File: config.mk
export PLATFORM = sky130hd
export DESIGN_NAME = sorted_dual_list_store
export DESIGN_NICKNAME = d
export VERILOG_FILES = /design/src/sv/sdls_pkg.sv /design/src/sv/sorted_dual_list_store.sv
export SDC_FILE = /design/constraint.sdc
export NUM_CORES = 1
export LEC_CHECK = 0
export BUFFER_PORTS_ARGS = -buffer_cell sky130_fd_sc_hd__clkbuf_2
export CAP_MARGIN = 20
export CORE_MARGIN = 5
export CORE_UTILIZATION = 40
export CTS_BUF_LIST = sky130_fd_sc_hd__clkbuf_16
export CTS_CLUSTER_SIZE = 24
export DETAILED_ROUTE_END_ITERATION = 7
export HOLD_SLACK_MARGIN = 0.05
export MAX_ROUTING_LAYER = met4
export PLACE_DENSITY = 0.63
export RECOVER_POWER = 50
export REMOVE_ABC_BUFFERS = 1
export SLEW_MARGIN = 0
export SYNTH_ARGS = -nofsm -noshare
export SYNTH_HDL_FRONTEND = slang
export SYNTH_SLANG_ARGS = --single-unit
File: constraint.sdc
create_clock -name clock -period 5.7 [get_ports clock]
set_input_delay 0.57 -clock clock [delete_from_list [all_inputs] [get_ports clock]]
set_output_delay 0.57 -clock clock [all_outputs]
set_load 0.05 [all_outputs]
File: src/sv/sdls_pkg.sv
`timescale 1ns / 1ps
// ----------------------------------------------------------------------------
// sdls_pkg: shared types and constants for the sorted dual list store
// Operation and status codes, pool sizing and the sequencer state type.
// ----------------------------------------------------------------------------
package sdls_pkg;

   localparam int POOL_ENTRIES = 32;
   localparam int IDX_W        = $clog2(POOL_ENTRIES);
   localparam int CNT_W        = $clog2(POOL_ENTRIES + 1);
   localparam int LEN_W        = 6;

   typedef enum logic [1:0] {
      KIND_INSERT = 2'd0,
      KIND_DELETE = 2'd1,
      KIND_MERGE  = 2'd2,
      KIND_DUMP   = 2'd3
   } kind_type;

   typedef enum logic [1:0] {
      ST_OK        = 2'd0,
      ST_NOT_FOUND = 2'd1,
      ST_EMPTY     = 2'd2,
      ST_NO_MEMORY = 2'd3
   } status_type;

   typedef enum logic [3:0] {
      S_IDLE,
      S_DECIDE,
      S_SEARCH,
      S_SHIFT,
      S_DUMP,
      S_MERGE,
      S_COPY,
      S_RESP
   } state_type;

   // signed compare as unsigned on flipped sign bit
   function automatic logic key_gt(input logic [7:0] a, input logic [7:0] b);
      key_gt = ({~a[7], a[6:0]} > {~b[7], b[6:0]});
   endfunction

endpackage

File: src/sv/sorted_dual_list_store.sv
`timescale 1ns / 1ps
// ----------------------------------------------------------------------------
// sorted_dual_list_store: two sorted signed-byte lists sharing one pool
// Insert, delete, merge and dump over two ascending multisets.
// ----------------------------------------------------------------------------
// Insert and delete search, then shift one entry a cycle.
// Throughput: one request at a time.
// Reset: synchronous, active high; clears both list counts and the
//   sequencer. Memory contents are not cleared.
module sorted_dual_list_store
   import sdls_pkg::*;
(
   input  logic             clock,
   input  logic             reset,
   input  logic             req_valid,
   output logic             req_ready,
   input  logic [1:0]       req_kind,
   input  logic             req_list_sel,
   input  logic signed [7:0] req_value,
   output logic             rsp_valid,
   input  logic             rsp_ready,
   output logic [1:0]       rsp_status,
   output logic signed [7:0] rsp_item_value,
   output logic [5:0]       rsp_list_length,
   output logic             rsp_last
);

   // list memories and a merge scratch memory
   logic [7:0] mem_a [POOL_ENTRIES];
   logic [7:0] mem_b [POOL_ENTRIES];
   logic [7:0] mem_t [POOL_ENTRIES];

   state_type state_ff, state_in;
   logic [1:0]       kind_ff;
   logic             sel_ff;
   logic [7:0]       val_ff;
   logic [CNT_W-1:0] cnt_a_ff, cnt_a_in, cnt_b_ff, cnt_b_in;
   logic [CNT_W-1:0] i_ff, i_in, j_ff, j_in, n_ff, n_in;
   logic [7:0]       hold_ff, hold_in;   // carried entry for insert shift
   logic             phase_ff, phase_in; // read / use phase
   logic [1:0]       st_ff, st_in;
   logic [7:0]       item_ff, item_in;
   logic             last_ff, last_in;
   logic [7:0]       rd_a_ff, rd_b_ff, rd_t_ff;

   // read addresses and write controls
   logic [IDX_W-1:0] ra_a, ra_b, ra_t, wa_a, wa_b, wa_t;
   logic             we_a, we_b, we_t;
   logic [7:0]       wd_a, wd_b, wd_t;

   logic [CNT_W-1:0] cnt_sel;
   logic [7:0]       rd_sel;
   assign cnt_sel = sel_ff ? cnt_b_ff : cnt_a_ff;
   assign rd_sel  = sel_ff ? rd_b_ff : rd_a_ff;

   // memories: one write, one registered read each
   always_ff @(posedge clock) begin
      if (we_a) mem_a[wa_a] <= wd_a;
      if (we_b) mem_b[wa_b] <= wd_b;
      if (we_t) mem_t[wa_t] <= wd_t;
      rd_a_ff <= mem_a[ra_a];
      rd_b_ff <= mem_b[ra_b];
      rd_t_ff <= mem_t[ra_t];
   end

   // control registers
   always_ff @(posedge clock) begin
      if (reset) begin
         state_ff <= S_IDLE;
         cnt_a_ff <= '0;
         cnt_b_ff <= '0;
      end else begin
         state_ff <= state_in;
         cnt_a_ff <= cnt_a_in;
         cnt_b_ff <= cnt_b_in;
      end
      i_ff <= i_in; j_ff <= j_in; n_ff <= n_in;
      hold_ff <= hold_in; phase_ff <= phase_in;
      st_ff <= st_in; item_ff <= item_in; last_ff <= last_in;
      if (req_valid && req_ready) begin
         kind_ff <= req_kind;
         sel_ff  <= req_list_sel;
         val_ff  <= req_value;
      end
   end

   // sequencer: next state and datapath
   always_comb begin
      state_in = state_ff;
      cnt_a_in = cnt_a_ff; cnt_b_in = cnt_b_ff;
      i_in = i_ff; j_in = j_ff; n_in = n_ff;
      hold_in = hold_ff; phase_in = phase_ff;
      st_in = st_ff; item_in = item_ff; last_in = last_ff;
      ra_a = i_ff[IDX_W-1:0]; ra_b = i_ff[IDX_W-1:0]; ra_t = i_ff[IDX_W-1:0];
      wa_a = i_ff[IDX_W-1:0]; wa_b = i_ff[IDX_W-1:0]; wa_t = n_ff[IDX_W-1:0];
      we_a = 1'b0; we_b = 1'b0; we_t = 1'b0;
      wd_a = hold_ff; wd_b = hold_ff; wd_t = rd_a_ff;
      case (state_ff)
         S_IDLE: begin
            if (req_valid) begin
               state_in = S_DECIDE;
               i_in = '0; j_in = '0; n_in = '0; phase_in = 1'b0;
               st_in = ST_OK; item_in = '0; last_in = 1'b1;
            end
         end
         S_DECIDE: begin
            // i addresses entry 0; its read lands next cycle
            case (kind_type'(kind_ff))
               KIND_INSERT: begin
                  if ({1'b0, cnt_a_ff} + {1'b0, cnt_b_ff} >= (CNT_W+1)'(POOL_ENTRIES)) begin
                     st_in = ST_NO_MEMORY; state_in = S_RESP;
                  end else begin
                     state_in = S_SEARCH;
                  end
               end
               KIND_DELETE: begin
                  if (cnt_sel == '0) begin
                     st_in = ST_EMPTY; state_in = S_RESP;
                  end else begin
                     state_in = S_SEARCH;
                  end
               end
               KIND_MERGE: state_in = S_MERGE;
               default: begin
                  if (cnt_sel == '0) begin
                     st_in = ST_EMPTY; state_in = S_RESP;
                  end else begin
                     state_in = S_DUMP;
                  end
               end
            endcase
         end
         S_SEARCH: begin
            // rd_sel is entry i
            if (kind_ff == KIND_INSERT) begin
               if (i_ff == cnt_sel || !key_gt(val_ff, rd_sel)) begin
                  hold_in = val_ff; state_in = S_SHIFT;
               end else begin
                  i_in = i_ff + 1'b1; ra_a = i_in[IDX_W-1:0]; ra_b = i_in[IDX_W-1:0];
               end
            end else begin
               if (i_ff == cnt_sel) begin
                  st_in = ST_NOT_FOUND; state_in = S_RESP;
               end else if (rd_sel == val_ff) begin
                  item_in = val_ff; state_in = S_SHIFT;
                  i_in = i_ff + 1'b1; ra_a = i_in[IDX_W-1:0]; ra_b = i_in[IDX_W-1:0];
               end else begin
                  i_in = i_ff + 1'b1; ra_a = i_in[IDX_W-1:0]; ra_b = i_in[IDX_W-1:0];
               end
            end
         end
         S_SHIFT: begin
            if (kind_ff == KIND_INSERT) begin
               // write carried entry at i, carry old entry i forward
               wd_a = hold_ff; wd_b = hold_ff;
               we_a = !sel_ff; we_b = sel_ff;
               hold_in = rd_sel;
               i_in = i_ff + 1'b1; ra_a = i_in[IDX_W-1:0]; ra_b = i_in[IDX_W-1:0];
               if (i_ff == cnt_sel) begin
                  if (sel_ff) cnt_b_in = cnt_b_ff + 1'b1;
                  else        cnt_a_in = cnt_a_ff + 1'b1;
                  state_in = S_RESP;
               end
            end else begin
               // rd_sel is entry i; move it to i-1
               if (i_ff == cnt_sel) begin
                  if (sel_ff) cnt_b_in = cnt_b_ff - 1'b1;
                  else        cnt_a_in = cnt_a_ff - 1'b1;
                  state_in = S_RESP;
               end else begin
                  wa_a = IDX_W'(i_ff - 1'b1); wa_b = IDX_W'(i_ff - 1'b1);
                  wd_a = rd_sel; wd_b = rd_sel;
                  we_a = !sel_ff; we_b = sel_ff;
                  i_in = i_ff + 1'b1; ra_a = i_in[IDX_W-1:0]; ra_b = i_in[IDX_W-1:0];
               end
            end
         end
         S_DUMP: begin
            // phase 0 waits for the read, phase 1 presents it
            if (!phase_ff) begin
               item_in = rd_sel; last_in = (i_ff + 1'b1 == cnt_sel);
               phase_in = 1'b1;
            end else if (rsp_ready) begin
               phase_in = 1'b0;
               if (last_ff) begin
                  state_in = S_IDLE;
               end else begin
                  i_in = i_ff + 1'b1; ra_a = i_in[IDX_W-1:0]; ra_b = i_in[IDX_W-1:0];
               end
            end
         end
         S_MERGE: begin
            // i walks list one, j walks list two, n fills scratch
            ra_a = i_ff[IDX_W-1:0]; ra_b = j_ff[IDX_W-1:0];
            if (!phase_ff) begin
               phase_in = 1'b1;
            end else begin
               phase_in = 1'b0;
               if (i_ff == cnt_a_ff && j_ff == cnt_b_ff) begin
                  state_in = S_COPY; cnt_a_in = n_ff; cnt_b_in = '0;
                  i_in = '0; ra_t = '0;
               end else begin
                  we_t = 1'b1;
                  n_in = n_ff + 1'b1;
                  if (j_ff == cnt_b_ff ||
                      (i_ff != cnt_a_ff && !key_gt(rd_a_ff, rd_b_ff))) begin
                     wd_t = rd_a_ff; i_in = i_ff + 1'b1;
                  end else begin
                     wd_t = rd_b_ff; j_in = j_ff + 1'b1;
                  end
                  ra_a = i_in[IDX_W-1:0]; ra_b = j_in[IDX_W-1:0];
               end
            end
         end
         S_COPY: begin
            ra_t = i_ff[IDX_W-1:0];
            if (i_ff == cnt_a_ff) begin
               state_in = S_RESP;
            end else if (!phase_ff) begin
               phase_in = 1'b1;
            end else begin
               phase_in = 1'b0;
               we_a = 1'b1; wd_a = rd_t_ff;
               i_in = i_ff + 1'b1; ra_t = i_in[IDX_W-1:0];
            end
         end
         S_RESP: begin
            if (rsp_ready) state_in = S_IDLE;
         end
         default: state_in = S_IDLE;
      endcase
   end

   // outputs
   always_comb begin
      req_ready = (state_ff == S_IDLE);
      rsp_valid = (state_ff == S_RESP) || (state_ff == S_DUMP && phase_ff);
      rsp_status = st_ff;
      rsp_item_value = item_ff;
      rsp_last = last_ff;
      if (kind_ff == KIND_MERGE || !sel_ff) rsp_list_length = LEN_W'(cnt_a_ff);
      else                                  rsp_list_length = LEN_W'(cnt_b_ff);
   end

`ifndef SYNTH
   a_pool: assert property (@(posedge clock) disable iff (reset)
      {1'b0, cnt_a_ff} + {1'b0, cnt_b_ff} <= (CNT_W+1)'(POOL_ENTRIES))
      else $error("pool overcommitted");
   a_busy: assert property (@(posedge clock) disable iff (reset)
      rsp_valid |-> !req_ready) else $error("ready while responding");
   a_cnt_idle: assert property (@(posedge clock) disable iff (reset)
      (state_ff == S_IDLE && !req_valid) |=> $stable(cnt_a_ff) && $stable(cnt_b_ff))
      else $error("count changed while idle");
`endif

endmodule
-- Word level (Yosys, flattened, before mapping)
Memory sizes are Yosys's and may differ from the RTL's. A register that Yosys moved wholly into a read port is not among the register bits.
Cells that the tools add are included.
- flip-flop bits (word level): 65
- memory bits (writable): 768
- bits of input ports: 15
- output and inout bits: 19
- logic and storage cells: 247
- memories: 3
- $add $sub $neg: 9
- $lt $le $gt $ge: 3
- equality and inequality tests: 46
- mux-type cells: 132
- bitwise operators: 4
- reduce and logical (&&, ||, !) cells: 34
- memories (memory ; words ; bits a word ; rd ports ; clocked after Yosys merged registers in ; wr ports ; line ; source):
    mem_a ; 32 ; 8 ; 1 ; 1 ; 1 ; sorted_dual_list_store.sv:29 ; logic [7:0] mem_a [POOL_ENTRIES];
    mem_b ; 32 ; 8 ; 1 ; 1 ; 1 ; sorted_dual_list_store.sv:30 ; logic [7:0] mem_b [POOL_ENTRIES];
    mem_t ; 32 ; 8 ; 1 ; 1 ; 1 ; sorted_dual_list_store.sv:31 ; logic [7:0] mem_t [POOL_ENTRIES];
- operators with widths (kind ; number):
    6-bit two-way mux ; 34
    8-bit two-way mux ; 18
    5-bit two-way mux ; 18
    4-bit two-way mux ; 13
    2-bit inequality test, second input constant ; 25
    6-bit case mux with 2 select lines ; 4
    5-bit case mux with 4 select lines ; 2
    6-bit case mux with 6 select lines ; 1
    4-bit case mux with 8 select lines ; 1
    8-bit case mux with 2 select lines ; 2
    6-bit by 1-bit adder with 6-bit output, second input constant ; 5
    6-bit == test ; 4
    8-bit case mux with 3 select lines ; 1
    1-bit two-way mux ; 23
    4-bit by 3-bit == test with 1-bit output, second input constant ; 4
    8-bit greater-than comparator ; 2
    3-bit inequality test, second input constant ; 5
    5-bit AND reduction ; 3
    2-bit two-way mux ; 6
    4-bit case mux with 3 select lines ; 1
    6-bit by 1-bit subtractor with 6-bit output, second input constant ; 2
    11-bit AND reduction ; 1
    5-bit case mux with 2 select lines ; 1
    10-bit AND reduction ; 1
    31 further kinds ; 51

-- Logic depth before layout (Yosys ltp)
- depth in word-level cells: 9
- mapped depth: 20
- depth with buffers taken out: 14

-- Worst setup path before layout
OpenSTA, ideal clock, no wires.
- path kind: register -> register
- start point: register sel_ff
- end point: register rd_a_ff[6] (read register of mem_a)
- setup time: 0.137 ns
- data arrival time: 4.404 ns
- data required time: 5.563 ns
- path slack: 1.159 ns
- stages on the path, launching flop included: 20
- buffers on the path: 5
- period minus slack after synthesis: 4.541 ns
- path through: edfxtp_1 buf_6 clkbuf_1 mux2i_1 inv_1 ha_1 nand2_1 nor3_1 a2111o_1 a22oi_4 o41ai_1 or3_1 buf_4 a31o_2 buf_6 nor2_4 buf_6 mux2_4 a2111oi_2 a22oi_1
- word-level cells in the longest chain between the ends: 8
- elaborated cells on any way between the ends: 12
- classes of those cells: order compare (1); eq/ne (1); mux (7); bitwise (1); reduce/logical (2)
- ends and longest elaborated chain (item ; line ; source):
    from (decl) ; sorted_dual_list_store.sv:35 ; logic sel_ff;
    from (signal assigned) ; sorted_dual_list_store.sv:82 ; sel_ff <= req_list_sel;
    8-bit two-way mux ; sorted_dual_list_store.sv:54 ; assign rd_sel = sel_ff ? rd_b_ff : rd_a_ff;
    1-bit inverter ; sdls_pkg.sv:40 ; key_gt = ({~a[7], a[6:0]} > {~b[7], b[6:0]});
    8-bit greater-than comparator ; sdls_pkg.sv:40 ;
    1-bit logical NOT ; sorted_dual_list_store.sv:136 ; if (i_ff == cnt_sel || !key_gt(val_ff, rd_sel)) begin
    1-bit logical OR ; sorted_dual_list_store.sv:136 ;
    5-bit two-way mux ; sorted_dual_list_store.sv:136 ;
    5-bit two-way mux ; sorted_dual_list_store.sv:135 ; if (kind_ff == KIND_INSERT) begin
    5-bit case mux with 4 select lines * ; sorted_dual_list_store.sv:98 ; case (state_ff)
    to (decl) ; sorted_dual_list_store.sv:44 ; logic [7:0] rd_a_ff, rd_b_ff, rd_t_ff;
Every way passes the cells marked *; elsewhere a longest branch is shown, timed or not.
A chain may end at the register's enable or synchronous reset.

-- Worst setup path in the final report
- start point: register rd_a_ff[7] (read register of mem_a)
- end point: memory mem_t[25][5], data pin
- word-level cells in the longest chain between the ends: 9
- ends and longest elaborated chain (item ; line ; source):
    1-bit inverter ; sdls_pkg.sv:40 ;
    8-bit greater-than comparator ; sdls_pkg.sv:40 ;
    1-bit logical NOT ; sorted_dual_list_store.sv:206 ; (i_ff != cnt_a_ff && !key_gt(rd_a_ff, rd_b_ff))) begin
    1-bit logical AND ; sorted_dual_list_store.sv:206 ;
    1-bit logical OR ; sorted_dual_list_store.sv:205 ; if (j_ff == cnt_b_ff ||
    8-bit two-way mux ; sorted_dual_list_store.sv:205 ;
    8-bit two-way mux ; sorted_dual_list_store.sv:199 ; if (i_ff == cnt_a_ff && j_ff == cnt_b_ff) begin
    8-bit two-way mux ; sorted_dual_list_store.sv:195 ; if (!phase_ff) begin
    8-bit two-way mux ; sorted_dual_list_store.sv:98 ;
    net wd_t[5] ; sorted_dual_list_store.sv:49 ; logic [7:0] wd_a, wd_b, wd_t;
    to (decl) ; sorted_dual_list_store.sv:31 ;
The timed path passes the listed nets, and every way through them passes these cells.

==> flow_summary_export.csv <==
group,metric,value,unit
clock_network,clk_latency,0.67,ns
die,ios,34,
sta,fin_skew,0.04270,ns
synth,ys_ff_latch,856,
clock_network,cts.repair_timing.setup_buffer_count,0,
global_routing,antenna_found_initial,1,
die,core,94730,um2
sta,slew_viol_final,257,
power,p_seq_share,31.2,%
place,dp_cells,4107,
clock_network,cts_made_buffers,90,
clock_network,cts_buffer_depth,3,
critical_path,required,6.12,ns
synth,synthMuxAreaShare,6.093,%
synth,yosys_warnings,0,
layout,stdcell_area,42810,um2
synth,syn_inst,2884,
route,viasPerCell,5.816,
global_routing,grt_pass1_wl,153500,um
die,initial_core_util,40.22,%
power,power_density,607.0,nW/um2
critical_path,cp_max_fo,16,
worst_hold_path,hold_path.class,"input pin to register",
global_routing,use_met2,29.72,%
die,dieHeight,318.6,um
critical_path,crit_buf_inv,2,
global_routing,grt_util_met3,2.834,%
route,wirelength,102300,um
power,pwr-share-clk,22.0,%
global_routing,grt_busiest_layer,"met2",
synth,synth_edf_count,817,
layout,fillers,8483,
sta,holdWs,0.1353,ns
route,antenna_left,0,
layout,fin_cells,4272,
synth,synthSimpleGateAreaFrac,11.28,%
clock_network,cts_hold_buf,0,
layout,nets,2996,
route,drt_iter0_drc,2985,
power,leakagePower,14.29,nW
layout,final_common_cell,"edfxtp_1",
critical_path,crit_top_cell,"o21ai_0",
die,dieArea,101500,um2
layout,antennaDiodeCount,0,
power,irDropWorstVdd,0.3793,mV
route,vias,24840,
sta,rsz0062_at_grt,"no",
synth,synth_fa_ha_area_share,1.504,%
critical_path,crit_path_start_kind,"register",
sta,fin_crit_sh,92.46,%
clock_network,ctsResizeCount,0,
power,power,25.99,mW
synth,synth_top_family_by_area,"simple AND/OR/NAND/NOR gates",
global_routing,track_usage,20.11,%
sta,slew_headroom,-77.03,%
clock_network,cts_tree,"done",
synth,ys.flop_type,"edfxtp_1",
synth,synth-xor-area-share,1.100,%
sta,finalSetupViolCount,0,
job,drv_cap,10,
synth,netlist_area,38100,um2
route,dr.pass1.iters,6,
synth,synth_compound_area_share,10.93,%
place,dpl.hpwl,66380,um
route,wl_per_cell,23.94,um
clock_network,cts_num_sinks,856,
critical_path,crit_chain,"inv_1 -> ha_1 -> nand4_1 -> a21oi_1 -> o21ai_0 -> a21boi_0 -> and2_0 -> nand2_1 -> o21ai_0 -> clkbuf_1",
route,drc,0,
clock_network,htree_levels,3,
power,p_comb_share,46.8,%
global_routing,grt_pass1_vias,23640,
place,io_buffers,33,
place,placed_area,40040,um2
sta,fmax,189.8,MHz
outcome,violations,"capacitance limit, slew limit",
global_routing,use_met1,29.03,%
global_routing,grt_max_degree,106,
critical_path,critPathTopFamily,"compound AO/OA/AOI/OAI gates",
synth,seq_area_frac_synth,66.45,%
critical_path,critical-path-max-stage-delay,2.09,ns
critical_path,critPathCaptureType,"register",
global_routing,overflow,0,
sta,hold_violations,0,
critical_path,arrival,5.69,ns
synth,syn_area_per_cell,13.21,um2
layout,drive_gt1_share,10.64,%
die,fp.dieW,318.6,um
layout,area_delta_synth_final,12.37,%
outcome,status,"finished, violations left",
die,rows,113,
synth,synth.lib_cells_used.distinct,95,
sta,worst_slew_pin_slew,2.628,ns
synth,ys_async_sr_fraction,0,%
place,place.gp.congestion,0.9097,
power,p_switching,10.96,mW
power,p_int,15.03,mW
clock_network,path_clk_slew,0.06,ns
layout,mostFrequentLayoutCells,"817 x edfxtp_1, 358 x nand2_1, 217 x nor2_1",
power,swShare,42.17,%
clock_network,cts-root-buf,"clkbuf_16",
critical_path,critPathKind,"register to register",
critical_path,slowest_stage,"o21ai_0",
sta,fin_crit,5.270,ns
==> power by group through the flow <==
stage	Combinational, mW	Sequential, mW	Clock (mW)
6_report	12.2	8.12	5.71
5_1_grt	13.0	8.14	6.08
4_1_cts	12.1	8.09	5.80
3_5_place_dp	12.0	8.22	0
3_3_place_gp	11.9	8.23	0
2_1_floorplan	7.42	8.25	0
==> logic make-up (layout without fill, tap and decap cells) <==
logic type,count (synthesis),count (layout)
XOR/XNOR,47,47
flip-flops,856,856
AND/OR/NAND/NOR,920,920
AO/OA/AOI/OAI,558,558
multiplexers,226,226
buffers and inverters,233,356
adder cells (fa/ha/maj),44,44
==> through the flow <==
step | utilization (%) | setup WS [ns] | setup TNS, ns
2_1_floorplan | - | -5.654 | -85.39
3_3_place_gp | 42.23 | 0.7795 | 0
3_5_place_dp | 42.27 | 0.5875 | 0
5_1_grt | 45.19 | 0.1501 | 0
4_1_cts | 45.32 | 0.5804 | 0
6_report | 45.19 | 0.4300 | 0
==> final timing paths <==
| check | start | end | slack, ns | cells past startpoint |
|---|---|---|---|---|
| setup / recovery | rd_a_ff[7] | mem_t[25][5] | 0.43 | 10 |
| hold / removal | req_value[7] | val_ff[7] | 0.14 | 1 |
| setup reg to reg | rd_a_ff[7] | mem_t[25][5] | 0.43 | 10 |
| hold reg to reg | cnt_b_ff[5] | cnt_b_ff[5] | 0.64 | 2 |
==> layer usage <==
layer	wire, um	vias to the layer above
met4	2891	0
met5	0	-
li1	-	11250
met2	46010	1095
met3	8440	174
met1	44940	12320
==> registers in the layout, summed over array words and instances (netlist names), 8 cells and up <==
register and count:
mem_a 256, mem_b 256, mem_t 256, hold_ff 8
rd_a_ff 8, rd_b_ff 8, rd_t_ff 8, rsp_item_value 8
val_ff 8
==> cells in the mapped netlist (all sizes together), types with 24 or more instances <==
cell,instances,share of area [%]
nand3,105,1.4
o211ai,26,0.51
buf,73,1.1
nor3,27,0.40
edfxtp,817,64
dfxtp,39,2.0
inv,40,0.39
nor2,220,2.2
xnor2,36,0.85
o21ai,80,1.1
a21o,26,0.51
nand4,65,1.1
o31ai,30,0.59
a21oi,75,1.0
a211oi,65,1.3
a31oi,24,0.43
mux2,44,1.3
and3,54,0.89
clkbuf,117,1.2
nand2,359,3.5
mux2i,182,4.8
a311oi,52,1.2
ha,41,1.3
==> area by class of cell <==
cell class              instances  area, um2  area share [%]
clock buffers                  92       2302           5.378
clock inverters                70      591.8           1.383
inverters                      43      161.4          0.3771
multi-input cells            1795      11830           27.64
flip-flops and latches        856      25310           59.14
well taps                    1265       1583           3.698
repair buffers                151       1021           2.385
Power figures use the tool's default switching activity.
